## src/hdl/u8u16_pkg.sv

```systemverilog
// Shared types and constants for the UTF-8 to UTF-16 transcoder.
package u8u16_pkg;

    localparam int unsigned BYTE_W    = 8;
    localparam int unsigned UNIT_W    = 16;
    localparam int unsigned COUNT_W   = 32;
    localparam int unsigned POINT_W   = 21;
    localparam int unsigned PAIR_W    = 20;
    localparam int unsigned HALF_W    = 10;

    // Item queue between the front and back parts; depth is a power of two.
    localparam int unsigned QUEUE_DEPTH = 4;
    localparam int unsigned QUEUE_AW    = $clog2(QUEUE_DEPTH);
    localparam int unsigned QUEUE_CW    = $clog2(QUEUE_DEPTH + 1);

    localparam logic [UNIT_W-1:0]  SURR_HIGH   = 16'hD800;
    localparam logic [UNIT_W-1:0]  SURR_LOW    = 16'hDC00;
    localparam logic [PAIR_W-1:0]  PAIR_OFFSET = 20'h10000;
    localparam logic [COUNT_W-1:0] COUNT_ONLY_LIMIT = 32'hFFFF_FFFF;

    typedef enum logic [1:0] {
        PH_START   = 2'd0,
        PH_SEQ     = 2'd1,
        PH_DISCARD = 2'd2
    } t_phase;

    typedef enum logic [1:0] {
        OP_UNIT = 2'd0,
        OP_PAIR = 2'd1,
        OP_END  = 2'd2
    } t_op_kind;

    // One work item for the back part: a single unit (data[15:0]), a pair
    // offset value (data[19:0]) or a string end with its count (data).
    typedef struct packed {
        t_op_kind           kind;
        logic               fail;
        logic [COUNT_W-1:0] data;
    } t_op_item;

endpackage

```

## src/hdl/u8u16_front.sv

```systemverilog
// Front part: accepts source bytes, decodes UTF-8 and queues work items.
module u8u16_front (
    input  logic                                i_clk,
    input  logic                                i_rst_n,
    input  logic                                i_cfg_we,
    input  logic [u8u16_pkg::COUNT_W-1:0]       i_cfg_wdata,
    input  logic                                i_valid,
    input  logic [u8u16_pkg::BYTE_W-1:0]        i_byte,
    output logic                                o_ready,
    output logic                                o_push,
    output u8u16_pkg::t_op_item                 o_item,
    input  logic                                i_full
);
    import u8u16_pkg::*;

    t_phase               r_phase, n_phase;
    logic [1:0]           r_bytes_left, n_bytes_left;
    logic [POINT_W-1:0]   r_point, n_point;
    logic [COUNT_W-1:0]   r_units, n_units;
    logic [COUNT_W-1:0]   r_limit;
    logic                 r_writing;

    logic                 accept;
    logic [POINT_W-1:0]   cp_next;
    logic [1:0]           left_dec;
    logic [COUNT_W:0]     sum1;
    logic [COUNT_W:0]     sum2;
    logic                 no_room;
    logic                 no_pair_room;
    logic [PAIR_W-1:0]    pair_val;

    assign o_ready = !i_full;
    assign accept  = i_valid && o_ready;

    // Capacity 0 counts only; the limit is then the largest count.
    always_ff @(posedge i_clk) begin
        if (!i_rst_n) begin
            r_limit   <= COUNT_ONLY_LIMIT;
            r_writing <= 1'b0;
        end else if (i_cfg_we) begin
            r_limit   <= (i_cfg_wdata == '0) ? COUNT_ONLY_LIMIT : i_cfg_wdata;
            r_writing <= (i_cfg_wdata != '0);
        end
    end

    always_ff @(posedge i_clk) begin
        if (!i_rst_n) begin
            r_phase      <= PH_START;
            r_bytes_left <= '0;
            r_point      <= '0;
            r_units      <= '0;
        end else begin
            r_phase      <= n_phase;
            r_bytes_left <= n_bytes_left;
            r_point      <= n_point;
            r_units      <= n_units;
        end
    end

    assign cp_next      = {r_point[POINT_W-7:0], i_byte[5:0]};
    assign left_dec     = r_bytes_left - 2'd1;
    assign sum1         = {1'b0, r_units} + {{COUNT_W{1'b0}}, 1'b1};
    assign sum2         = {1'b0, r_units} + {{(COUNT_W-1){1'b0}}, 2'd2};
    assign no_room      = sum1 >= {1'b0, r_limit};
    assign no_pair_room = sum2 >= {1'b0, r_limit};
    assign pair_val     = cp_next[PAIR_W-1:0] - PAIR_OFFSET;

    always_comb begin
        n_phase      = r_phase;
        n_bytes_left = r_bytes_left;
        n_point      = r_point;
        n_units      = r_units;
        o_push       = 1'b0;
        o_item       = '{kind: OP_UNIT, fail: 1'b0, data: '0};
        if (accept) begin
            unique case (r_phase)
                PH_DISCARD: begin
                    if (i_byte == '0) begin
                        n_phase = PH_START;
                        n_units = '0;
                    end
                end
                PH_SEQ: begin
                    if (i_byte[7:6] != 2'b10) begin
                        o_push       = 1'b1;
                        o_item       = '{kind: OP_END, fail: 1'b1, data: '0};
                        n_phase      = (i_byte == '0) ? PH_START : PH_DISCARD;
                        n_bytes_left = '0;
                        n_point      = '0;
                        n_units      = '0;
                    end else if (left_dec != 2'd0) begin
                        n_point      = cp_next;
                        n_bytes_left = left_dec;
                    end else begin
                        n_phase      = PH_START;
                        n_bytes_left = '0;
                        n_point      = '0;
                        if (cp_next[POINT_W-1:UNIT_W] != '0) begin
                            if (no_pair_room) begin
                                o_push  = 1'b1;
                                o_item  = '{kind: OP_END, fail: 1'b1, data: '0};
                                n_phase = PH_DISCARD;
                                n_units = '0;
                            end else begin
                                o_push  = r_writing;
                                o_item  = '{kind: OP_PAIR, fail: 1'b0,
                                            data: {{(COUNT_W-PAIR_W){1'b0}}, pair_val}};
                                n_units = sum2[COUNT_W-1:0];
                            end
                        end else begin
                            o_push  = r_writing;
                            o_item  = '{kind: OP_UNIT, fail: 1'b0,
                                        data: {{(COUNT_W-UNIT_W){1'b0}},
                                               cp_next[UNIT_W-1:0]}};
                            n_units = sum1[COUNT_W-1:0];
                        end
                    end
                end
                PH_START: begin
                    if (i_byte == '0) begin
                        o_push  = 1'b1;
                        o_item  = '{kind: OP_END, fail: 1'b0, data: sum1[COUNT_W-1:0]};
                        n_units = '0;
                    end else if (no_room) begin
                        o_push  = 1'b1;
                        o_item  = '{kind: OP_END, fail: 1'b0, data: sum1[COUNT_W-1:0]};
                        n_phase = PH_DISCARD;
                        n_units = '0;
                    end else if (!i_byte[7]) begin
                        o_push  = r_writing;
                        o_item  = '{kind: OP_UNIT, fail: 1'b0,
                                    data: {{(COUNT_W-BYTE_W){1'b0}}, i_byte}};
                        n_units = sum1[COUNT_W-1:0];
                    end else if (i_byte[7:5] == 3'b110) begin
                        n_point      = {{(POINT_W-5){1'b0}}, i_byte[4:0]};
                        n_bytes_left = 2'd1;
                        n_phase      = PH_SEQ;
                    end else if (i_byte[7:4] == 4'b1110) begin
                        n_point      = {{(POINT_W-4){1'b0}}, i_byte[3:0]};
                        n_bytes_left = 2'd2;
                        n_phase      = PH_SEQ;
                    end else if (i_byte[7:3] == 5'b11110) begin
                        n_point      = {{(POINT_W-3){1'b0}}, i_byte[2:0]};
                        n_bytes_left = 2'd3;
                        n_phase      = PH_SEQ;
                    end else begin
                        o_push  = 1'b1;
                        o_item  = '{kind: OP_END, fail: 1'b1, data: '0};
                        n_phase = PH_DISCARD;
                        n_units = '0;
                    end
                end
                default: begin
                    n_phase = PH_START;
                end
            endcase
        end
    end

    a_seq_has_bytes: assert property (@(posedge i_clk) disable iff (!i_rst_n)
        r_phase == PH_SEQ |-> r_bytes_left != 2'd0)
        else $error("sequence phase with no continuation bytes left");

    a_discard_cleared: assert property (@(posedge i_clk) disable iff (!i_rst_n)
        r_phase == PH_DISCARD |-> r_units == '0)
        else $error("unit count not cleared while discarding");

endmodule

```

## src/hdl/u8u16_queue.sv

```systemverilog
// Short item queue between the decoding front and the output back part.
module u8u16_queue (
    input  logic                  i_clk,
    input  logic                  i_rst_n,
    input  logic                  i_push,
    input  u8u16_pkg::t_op_item   i_item,
    output logic                  o_full,
    input  logic                  i_pop,
    output logic                  o_valid,
    output u8u16_pkg::t_op_item   o_item
);
    import u8u16_pkg::*;

    t_op_item              r_mem [QUEUE_DEPTH];
    logic [QUEUE_AW-1:0]   r_wr_ptr;
    logic [QUEUE_AW-1:0]   r_rd_ptr;
    logic [QUEUE_CW-1:0]   r_count;

    logic do_push;
    logic do_pop;

    assign o_full  = (r_count == QUEUE_CW'(QUEUE_DEPTH));
    assign o_valid = (r_count != '0);
    assign o_item  = r_mem[r_rd_ptr];
    assign do_push = i_push && !o_full;
    assign do_pop  = i_pop && o_valid;

    always_ff @(posedge i_clk) begin
        if (do_push) begin
            r_mem[r_wr_ptr] <= i_item;
        end
    end

    always_ff @(posedge i_clk) begin
        if (!i_rst_n) begin
            r_wr_ptr <= '0;
            r_rd_ptr <= '0;
            r_count  <= '0;
        end else begin
            if (do_push) begin
                r_wr_ptr <= r_wr_ptr + QUEUE_AW'(1);
            end
            if (do_pop) begin
                r_rd_ptr <= r_rd_ptr + QUEUE_AW'(1);
            end
            if (do_push && !do_pop) begin
                r_count <= r_count + QUEUE_CW'(1);
            end else if (do_pop && !do_push) begin
                r_count <= r_count - QUEUE_CW'(1);
            end
        end
    end

    a_no_overflow: assert property (@(posedge i_clk) disable iff (!i_rst_n)
        !(i_push && o_full))
        else $error("item pushed into a full queue");

    a_count_bound: assert property (@(posedge i_clk) disable iff (!i_rst_n)
        r_count <= QUEUE_CW'(QUEUE_DEPTH))
        else $error("queue fill count beyond depth");

endmodule

```

## src/hdl/u8u16_back.sv

```systemverilog
// Back part: turns queued items into output items, splitting surrogate pairs.
module u8u16_back (
    input  logic                              i_clk,
    input  logic                              i_rst_n,
    input  logic                              i_q_valid,
    input  u8u16_pkg::t_op_item               i_q_item,
    output logic                              o_pop,
    output logic                              o_valid,
    output logic [u8u16_pkg::UNIT_W-1:0]      o_code_unit,
    output logic                              o_last,
    output logic [u8u16_pkg::COUNT_W-1:0]     o_count,
    output logic                              o_failed,
    input  logic                              i_ready
);
    import u8u16_pkg::*;

    logic                 r_valid, n_valid;
    logic [UNIT_W-1:0]    r_code, n_code;
    logic                 r_last, n_last;
    logic [COUNT_W-1:0]   r_count, n_count;
    logic                 r_failed, n_failed;
    logic                 r_pend, n_pend;
    logic [HALF_W-1:0]    r_low, n_low;

    logic                 load_ok;

    assign load_ok = !r_valid || i_ready;
    assign o_pop   = load_ok && !r_pend && i_q_valid;

    always_ff @(posedge i_clk) begin
        if (!i_rst_n) begin
            r_valid <= 1'b0;
            r_pend  <= 1'b0;
        end else begin
            r_valid <= n_valid;
            r_pend  <= n_pend;
        end
    end

    always_ff @(posedge i_clk) begin
        r_code   <= n_code;
        r_last   <= n_last;
        r_count  <= n_count;
        r_failed <= n_failed;
        r_low    <= n_low;
    end

    always_comb begin
        n_valid  = r_valid;
        n_code   = r_code;
        n_last   = r_last;
        n_count  = r_count;
        n_failed = r_failed;
        n_pend   = r_pend;
        n_low    = r_low;
        if (load_ok) begin
            n_valid = 1'b0;
            if (r_pend) begin
                n_valid  = 1'b1;
                n_code   = SURR_LOW | {{(UNIT_W-HALF_W){1'b0}}, r_low};
                n_last   = 1'b0;
                n_count  = '0;
                n_failed = 1'b0;
                n_pend   = 1'b0;
            end else if (i_q_valid) begin
                n_valid = 1'b1;
                unique case (i_q_item.kind)
                    OP_UNIT: begin
                        n_code   = i_q_item.data[UNIT_W-1:0];
                        n_last   = 1'b0;
                        n_count  = '0;
                        n_failed = 1'b0;
                    end
                    OP_PAIR: begin
                        n_code   = SURR_HIGH | {{(UNIT_W-HALF_W){1'b0}},
                                                i_q_item.data[PAIR_W-1:HALF_W]};
                        n_last   = 1'b0;
                        n_count  = '0;
                        n_failed = 1'b0;
                        n_pend   = 1'b1;
                        n_low    = i_q_item.data[HALF_W-1:0];
                    end
                    OP_END: begin
                        n_code   = '0;
                        n_last   = 1'b1;
                        n_count  = i_q_item.data;
                        n_failed = i_q_item.fail;
                    end
                    default: begin
                        n_valid = 1'b0;
                    end
                endcase
            end
        end
    end

    assign o_valid     = r_valid;
    assign o_code_unit = r_code;
    assign o_last      = r_last;
    assign o_count     = r_count;
    assign o_failed    = r_failed;

    a_pend_behind_high: assert property (@(posedge i_clk) disable iff (!i_rst_n)
        r_pend |-> r_valid && (r_code[UNIT_W-1:HALF_W] == SURR_HIGH[UNIT_W-1:HALF_W]))
        else $error("low surrogate pending without a high surrogate shown");

    a_low_follows: assert property (@(posedge i_clk) disable iff (!i_rst_n)
        $past(i_rst_n) && $past(r_pend) && $past(load_ok) |->
            r_valid && (r_code[UNIT_W-1:HALF_W] == SURR_LOW[UNIT_W-1:HALF_W]))
        else $error("high surrogate not followed by its low surrogate");

endmodule

```

## src/hdl/utf8_to_utf16_transcoder_core.sv

```systemverilog
// Top level of the UTF-8 to UTF-16 stream transcoder.
//
//  Channel   Dir  Handshake                 Content
//  -------   ---  ------------------------  ------------------------------------------
//  s (in)    in   i_s_tvalid / o_s_tready   tdata[7:0] = data_byte
//  m (out)   out  o_m_tvalid / i_m_tready   tdata[15:0] code_unit, [47:16] unit_count;
//                                           tlast end_of_string; tuser failed
//  cfg       in   i_cfg_we                  i_cfg_wdata = out_capacity
//
// Each source byte is accepted and decoded at once by the front part, so the
// input side runs at one byte per cycle while the queue has room.
// The back part delivers one output item per cycle while the output is ready;
// a code point above 0xFFFF becomes two output items (high then low surrogate).
// At the earliest, a byte's first result is loaded into the output register at
// the clock edge right after the one that accepts the byte. Reset is synchronous
// and active low; it clears the decoder state, the queue, the output valid flag
// and the pending low surrogate, and sets the capacity to count-only.
// A stall on the output side fills the four-entry queue before the input
// side stops taking bytes.
module utf8_to_utf16_transcoder_core (
    input  logic        i_clk,
    input  logic        i_rst_n,
    // Configuration: output capacity in code units, terminator included.
    input  logic        i_cfg_we,
    input  logic [31:0] i_cfg_wdata,
    // Source bytes.
    input  logic        i_s_tvalid,
    output logic        o_s_tready,
    input  logic [7:0]  i_s_tdata,    // [7:0] data_byte
    // UTF-16 results.
    output logic        o_m_tvalid,
    input  logic        i_m_tready,
    output logic [47:0] o_m_tdata,    // [15:0] code_unit, [47:16] unit_count
    output logic        o_m_tlast,    // end_of_string
    output logic        o_m_tuser     // [0] failed
);
    import u8u16_pkg::*;

    // Front to queue.
    logic      front_push;
    t_op_item  front_item;
    logic      queue_full;

    // Queue to back.
    logic      queue_valid;
    t_op_item  queue_item;
    logic      back_pop;

    logic [UNIT_W-1:0]  out_code;
    logic [COUNT_W-1:0] out_count;

    // The front part holds all string state (phase, partial code point, unit
    // count and capacity), so every decision about truncation and errors is
    // made as the byte is accepted.
    u8u16_front u_front (
        .i_clk       (i_clk),
        .i_rst_n     (i_rst_n),
        .i_cfg_we    (i_cfg_we),
        .i_cfg_wdata (i_cfg_wdata),
        .i_valid     (i_s_tvalid),
        .i_byte      (i_s_tdata),
        .o_ready     (o_s_tready),
        .o_push      (front_push),
        .o_item      (front_item),
        .i_full      (queue_full)
    );

    u8u16_queue u_queue (
        .i_clk   (i_clk),
        .i_rst_n (i_rst_n),
        .i_push  (front_push),
        .i_item  (front_item),
        .o_full  (queue_full),
        .i_pop   (back_pop),
        .o_valid (queue_valid),
        .o_item  (queue_item)
    );

    // The back part owns the output register and expands surrogate pairs.
    u8u16_back u_back (
        .i_clk       (i_clk),
        .i_rst_n     (i_rst_n),
        .i_q_valid   (queue_valid),
        .i_q_item    (queue_item),
        .o_pop       (back_pop),
        .o_valid     (o_m_tvalid),
        .o_code_unit (out_code),
        .o_last      (o_m_tlast),
        .o_count     (out_count),
        .o_failed    (o_m_tuser),
        .i_ready     (i_m_tready)
    );

    assign o_m_tdata = {out_count, out_code};

endmodule

```

## config.mk

```make
export PLATFORM = sky130hd
export DESIGN_NAME = utf8_to_utf16_transcoder_core
export DESIGN_NICKNAME = d
export VERILOG_FILES = /design/src/hdl/u8u16_pkg.sv /design/src/hdl/u8u16_front.sv /design/src/hdl/u8u16_queue.sv /design/src/hdl/u8u16_back.sv /design/src/hdl/utf8_to_utf16_transcoder_core.sv
export SDC_FILE = /design/constraint.sdc
export NUM_CORES = 1
export LEC_CHECK = 0
export BUFFER_PORTS_ARGS = -buffer_cell sky130_fd_sc_hd__buf_2
export CORE_MARGIN = 1.5
export CORE_UTILIZATION = 55
export DETAILED_ROUTE_END_ITERATION = 10
export GPL_TIMING_DRIVEN = 0
export PLACE_DENSITY = 0.76
export SLEW_MARGIN = 10
export SYNTH_ARGS = -nofsm -noshare
export SYNTH_HDL_FRONTEND = slang
export SYNTH_HIERARCHICAL = 1
export SYNTH_SLANG_ARGS = --single-unit
```

## constraint.sdc

```tcl
create_clock -name i_clk -period 5.5 [get_ports i_clk]
set_clock_uncertainty 0.2 [all_clocks]
set_input_delay 0.55 -clock i_clk [delete_from_list [all_inputs] [get_ports i_clk]]
set_output_delay 0.55 -clock i_clk [all_outputs]
set_load 0.05 [all_outputs]
```

Yosys cells after proc, flatten, opt, wreduce, memory -nomap -nowiden
Memories as Yosys holds them, arrays and structs flattened. A register that Yosys moved wholly into a read port is not among the register bits.
Index checks and enable logic that the tools add are counted.
{ "word_totals": {"mem_count": 1, "ramBits": 140, "word_cells": 172, "ff_bits": 153, "input_bits": 45, "output_inout_bits": 52} }
{ "memory_table": {"columns": ["memory", "words", "width", "read_ports", "rd_ports_with_merged_regs", "wr", "line_no", "source"], "rows": [
  ["u_queue.r_mem", 4, 35, 1, 1, 1, "u8u16_queue.sv:14", "t_op_item r_mem [QUEUE_DEPTH];"]
]} }
{ "op_classes": {"n_reduce_logical": 35, "magnitude_cmp": 2, "add_sub_neg": 8, "bitwise_logic": 1, "n_eq_ne": 19, "n_mux": 89} }
{ "op_table": {"columns": ["cell", "n"], "rows": [
  ["32-bit two-way mux", 13],
  ["35-bit two-way mux", 11],
  ["15-bit two-way mux", 8],
  ["32-bit one-hot mux with 3 select lines", 1],
  ["35-bit one-hot mux with 2 select lines", 1],
  ["33-bit by 32-bit greater-or-equal comparator with 1-bit output", 2],
  ["32-bit one-hot mux with 2 select lines", 1],
  ["16-bit one-hot mux with 3 select lines", 1],
  ["2-bit two-way mux", 22],
  ["32-bit by 1-bit adder with 33-bit output, second input constant", 1],
  ["32-bit by 2-bit adder with 33-bit output, second input constant", 1],
  ["32-bit zero test", 1],
  ["32-bit nonzero test", 1],
  ["15-bit one-hot mux with 2 select lines", 1],
  ["1-bit two-way mux", 21],
  ["20-bit by 17-bit subtractor with 20-bit output, second input constant", 1],
  ["16-bit two-way mux", 1],
  ["5-bit by 3-bit != test with 1-bit output, second input constant", 3],
  ["10-bit two-way mux", 1],
  ["3-bit nonzero test", 3],
  ["8-bit zero test", 1],
  ["2-bit != test, second input constant", 4],
  ["2-bit nonzero test", 4],
  ["1-bit logical AND", 7],
  ["other kinds (29)", 43]
]} }

Logic depth before layout (Yosys ltp)
{ "logic_depth": {"depth_word": 14, "ltp_mapped": 29, "mapped_depth_nobuf": 24} }

By module
Netlist, hierarchy kept.
{ "by_module_without_submodules": {"columns": ["mod", "area_per_inst_um2", "cells_each", "seq_area_each_um2", "instances"], "rows": [
  ["u8u16_front", 7014.2, 926, 1681.6, 1],
  ["u8u16_queue", 5585.4, 231, 4384.2, 1],
  ["u8u16_back", 2596.2, 178, 1841.8, 1]
]} }

Least setup slack after synthesis
OpenSTA, ideal clock, no wires.
{ "synth_timing": {"kind": "register to register", "from": "register u_front.r_units[1]", "to": "register u_queue.r_count[2]", "slack_ns": -0.327, "stages_incl_launch_ff": 30, "required_time_ns": 5.224, "t_arrival_ns": 5.552, "setup_ns": 0.076, "n_path_buf": 5, "path_cell_list": "dfxtp_1 -> ha_1 -> inv_1 -> or2_1 -> or3_1 -> buf_2 -> nor3_2 -> and4_1 -> clkbuf_1 -> nand2_1 -> xnor2_1 -> ha_1 -> nand4_1 -> nor4_2 -> and2_1 -> a222oi_1 -> and3_1 -> buf_6 -> a21oi_2 -> buf_2 -> a21oi_1 -> a21oi_1 -> nor2b_1 -> buf_6 -> ha_1 -> inv_1 -> fa_1 -> xor2_1 -> or3_1 -> a21boi_0"} }
{ "synth_between": {"elab_chain_len": 12, "word_cells_on_any_way": 18, "cone_classes": "add/sub (2); order compare (2); mux (9); reduce/logical (5)"} }
{ "synth_lines": {"columns": ["item", "line_no", "source"], "rows": [
  ["start: declaration", "u8u16_front.sv:19", "logic [COUNT_W-1:0] r_units, n_units;"],
  ["start signal: assignment", "u8u16_front.sv:56", "r_units <= n_units;"],
  ["32-bit by 2-bit adder with 33-bit output", "u8u16_front.sv:63", "assign sum2 = {1'b0, r_units} + {{(COUNT_W-1){1'b0}}, 2'd2};"],
  ["33-bit by 32-bit greater-or-equal comparator with 1-bit output", "u8u16_front.sv:65", "assign no_pair_room = sum2 >= {1'b0, r_limit};"],
  ["1-bit two-way mux", "u8u16_front.sv:99", "if (no_pair_room) begin"],
  ["1-bit two-way mux", "u8u16_front.sv:98", "if (cp_next[POINT_W-1:UNIT_W] != '0) begin"],
  ["1-bit two-way mux", "u8u16_front.sv:91", "end else if (left_dec != 2'd0) begin"],
  ["1-bit two-way mux", "u8u16_front.sv:84", "if (i_byte[7:6] != 2'b10) begin"],
  ["1-bit one-hot mux with 2 select lines *", "u8u16_front.sv:76", "unique case (r_phase)"],
  ["1-bit two-way mux *", "u8u16_front.sv:75", "if (accept) begin"],
  ["net front_push", "utf8_to_utf16_transcoder_core.sv:40", "logic front_push;"],
  ["1-bit logical AND *", "u8u16_queue.sv:25", "assign do_push = i_push && !o_full;"],
  ["net u_queue.do_push", "u8u16_queue.sv:19", "logic do_push;"],
  ["1-bit zero test", "u8u16_queue.sv:48", "end else if (do_pop && !do_push) begin"],
  ["1-bit logical AND", "u8u16_queue.sv:48", null],
  ["2-bit nonzero test (no line)", null, null],
  ["end signal: assignment", "u8u16_queue.sv:47", "r_count <= r_count + QUEUE_CW'(1);"],
  ["end signal: assignment", "u8u16_queue.sv:49", "r_count <= r_count - QUEUE_CW'(1);"],
  ["end: declaration", "u8u16_queue.sv:17", "logic [QUEUE_CW-1:0] r_count;"]
]} }
Mark *: on every way through the listed nets, which the timed path passes. The rest lies on a longest branch.
A chain may end at the register's enable or synchronous reset.

Worst setup path in the final report
{ "layout_timing": {"from": "register u_front.r_units[17]", "to": "register u_queue.r_count[2]"} }
Same word-level chain as after synthesis.

==> flow_summary.toml <==
[status]
status = "complete, but fails checks"
violations = "negative setup slack"

[global_routing]
grt_pass1_vias = 11156
grt_overflow = 0
grt_usage_pct = 27.4
grt_max_degree = 36
antenna_found_initial = 0
grt_pass1_wl_mm = 60.4

[critical_path]
crit_start = "u_front/r_units[17]$_SDFFE_PN0P_"
cp-end-kind = "flip-flop"
reg2regPathDepth = 24
reg2reg_to = "u_queue/r_count[2]$_SDFFE_PN0P_"
critical_path_class = "reg -> reg"
path_depth = 24
crit_buf_inv = 3
startpoint_type = "flip-flop"
cp_top_family = "simple AND/OR/NAND/NOR gates"
worstPathArrival_ns = 6.22
rr_startpoint = "u_front/r_units[17]$_SDFFE_PN0P_"
cp.required_ns = 5.78
endpoint = "u_queue/r_count[2]$_SDFFE_PN0P_"
cp_max_fo = 7
critPathMaxStageDelay_ns = 0.40
r2r_slack_ns = -0.44
slowest_stage = "or3_1"
cp_cell_sequence = "clkbuf_1 -> nand4_1 -> nor2_1 -> nand3_1 -> nor2_4 -> nand3_1 -> xnor2_1 -> ha_1 -> nand4_1 -> nor3_2 -> a221o_1 -> o21a_1 -> a311o_1 -> a31oi_1 -> or3_1 -> a21oi_2 -> nor2b_4 -> buf_6 -> ha_4 -> inv_2 -> fa_2 -> xor2_1 -> or3_1 -> a21boi_1"

[timing]
finalCritPeriodShare_pct = 108
hold_viol = 0
worstMarginPinSlew_ns = 1.07
timing.final.crit_period_ns = 5.94
setup_ws_ns = -0.438
hold_slack_ns = 0.0420
slew_violations = 0
relSlewSlack_pct = 27.9
fmax_mhz = 168
rsz0062_at_grt = "true"
setup_viol = 141
setup_tns_ns = -24.77

[clocking]
ctsRootBufferMaster = "clkbuf_16"
cts.sinks = 295
cts-htree-levels = 1
cts_tree = "built"
clk_path_buf_depth = 3
clk_pin_slew_worst_paths_ns = 0.07
hold_buffers = 0
cts_buffers = 30
insertion_delay_ns = 0.55

[synth]
syn_inst = 1335
yosys-top-cells-area = "edfxtp_1 40%, dfxtp_1 13%, ha_1 6.3%"
syn_area_mm2 = 0.0152
synthArstFlopShare_pct = 0
ys_warn_count = 6
yosysSeqAreaShare_pct = 52.0
synth_top_area_share_pct = 39.5
syn-num-nets = 1458
synth_top_family_by_area = "simple AND/OR/NAND/NOR gates"
synth_ff_type = "edfxtp_1"
ys_seq_elements = 295
synth_compound_area_share_pct = 10.8
syn_avg_cell_area_um2 = 11.4
synth_area_leader_cell = "edfxtp_1"
synth_simple_gate_area_share_pct = 15.3
synth-edff-count = 200
synth_mux_area_share_pct = 6.46
yosys.area_share.xor_xnor_pct = 3.63
synth_adder_area_share_pct = 6.47
yosys.cell_types.count = 83

[power]
ir_worst_vdd_mv = 0.290
power_density_mw_per_mm2 = 375
p_leak_nw = 7.03

[placed_design]
hpwl_mm = 28.2
port_buffers = 94
place.gp.congestion = 1.00

[die]
io_pins = 97
dieWidth_um = 169
die_height_um = 169
core_mm2 = 0.0270
rows = 60
dieArea_mm2 = 0.0286
start_util_pct = 56.2

[route]
wl_mm = 39.8
via_per_inst = 6.19
vias = 11555
drtIter0Drc = 1202
antenna_left = 0
drc = 0
wl_per_cell_um = 21.3
first_pass_iters = 7

[layout]
syn2layout_area_growth_pct = 17.3
fin_util_pct = 65.9
final_common_cell = "edfxtp_1"
layout-drive-gt1-share_pct = 22.1
mostFrequentLayoutCells = "200 x edfxtp_1, 133 x nand2_1, 109 x buf_2"
nFillCells = 2020
nets = 1625
antennaDiodeCount = 0

[min_path]
min_path_type = "in -> reg"

[flow_run]
drv_cap = 0
-- metrics by stage --
stage	setup slack, ns	power [mW]	std cells	area, µm²
after floorplan	-0.0432	4.23	1335	15300
after global placement	-1.33	4.65	1770	16200
after detailed placement	-1.33	4.71	1771	16200
after CTS	-0.299	6.68	1852	17500
after global routing	-0.605	6.95	1867	17800
final	-0.438	6.68	1867	17800
-- worst register-to-register path, stage by stage (launching register included) --
cell and delay [ns]:
dfxtp_1 0.31, clkbuf_1 0.30, nand4_1 0.31, nor2_1 0.28
nand3_1 0.22, nor2_4 0.28, nand3_1 0.26, xnor2_1 0.24
ha_1 0.30, nand4_1 0.24, nor3_2 0.31, a221o_1 0.19
o21a_1 0.18, a311o_1 0.22, a31oi_1 0.10, or3_1 0.40
a21oi_2 0.20, nor2b_4 0.17, buf_6 0.10, ha_4 0.13
inv_2 0.04, fa_2 0.33, xor2_1 0.15, or3_1 0.30
a21boi_1 0.12
-- power by group --
part           leakage [nW]  switching, mW  internal [mW]
registers              2.63         0.0911           2.72
logic                  3.93           1.30          0.595
clock network         0.462          0.822           1.15
total                  7.03           2.22           4.46
-- cell usage after synthesis (32+ instances only) --
| library cell | n |
|---|---|
| edfxtp_1 | 200 |
| and2_1 | 43 |
| mux4_2 | 34 |
| ha_1 | 77 |
| nand2_1 | 137 |
| nand3_1 | 35 |
| o22ai_1 | 38 |
| a21oi_1 | 46 |
| dfxtp_1 | 95 |
| clkbuf_1 | 38 |
| inv_1 | 81 |
| xnor2_1 | 42 |
| nor2_1 | 60 |
| nand4_1 | 32 |
-- flip-flops by register name, indices dropped and copies added (netlist names), 2 cells and up, named ones only --
signal and count:
u_back/o_count 32, u_front/r_point 15, u_queue/r_count 3, u_queue/r_rd_ptr 2
u_front/r_bytes_left 2, u_queue/r_mem 140, u_front/r_limit 32, u_back/o_code_unit 16
u_back/r_low 10, u_front/r_phase 2, u_queue/r_wr_ptr 2, u_front/r_units 32
-- worst min path at each step --
stage | start | endpoint | slack (ns) | depth (start not counted)
after detailed placement | u_front/r_point[14]$_SDFFE_PN0P_ | u_front/r_point[14]$_SDFFE_PN0P_ | 0.26 | 2
after global routing | i_cfg_wdata[17] | u_front/r_limit[17]$_SDFFE_PN1P_ | 0.03 | 3
after global placement | u_front/r_point[14]$_SDFFE_PN0P_ | u_front/r_point[14]$_SDFFE_PN0P_ | 0.25 | 2
after floorplan | u_front/r_point[14]$_SDFFE_PN0P_ | u_front/r_point[14]$_SDFFE_PN0P_ | 0.23 | 2
after CTS | i_cfg_wdata[17] | u_front/r_limit[17]$_SDFFE_PN1P_ | 0.02 | 3
final | i_cfg_wdata[17] | u_front/r_limit[17]$_SDFFE_PN1P_ | 0.04 | 3
-- routing by layer --
metal  part of all wire [%]  up-vias  track usage, %
met3                    7.8      131            4.38
met1                     39     5545            34.3
met5                      0        -               0
met4                    5.0        0            13.5
li1                       -     5298               -
met2                     49      581            46.4
-- cell type report --
cell class	instances	area, µm²	share of cell area (%)
multi-input cells	878	6810	38.2
repair buffers	135	861	4.83
flip-flops and latches	295	7920	44.4
well taps	341	427	2.39
clock inverters	17	143	0.800
plain buffers	79	526	2.95
inverters	83	312	1.75
clock buffers	39	826	4.63
-- repair_timing --
item / in CTS / in global routing
cloned: 0 / 3
buffers inserted: 29 / 12
resized for setup: 43 / 27
setup endpoints to repair: 314 / 275
pin swaps: 18 / 16
-- logic make-up (layout without fill, tap and decap cells) --
| group | Yosys count | in the layout |
|---|---|---|
| xor gates and xnor gates | 63 | 63 |
| AOI/OAI and AO/OA | 234 | 234 |
| DFF | 295 | 295 |
| buffers and inverters | 165 | 353 |
| adders and majority gates | 78 | 78 |
| and+or+nand+nor | 446 | 449 |
| muxes | 54 | 54 |
Power figures use the tool's default switching activity.
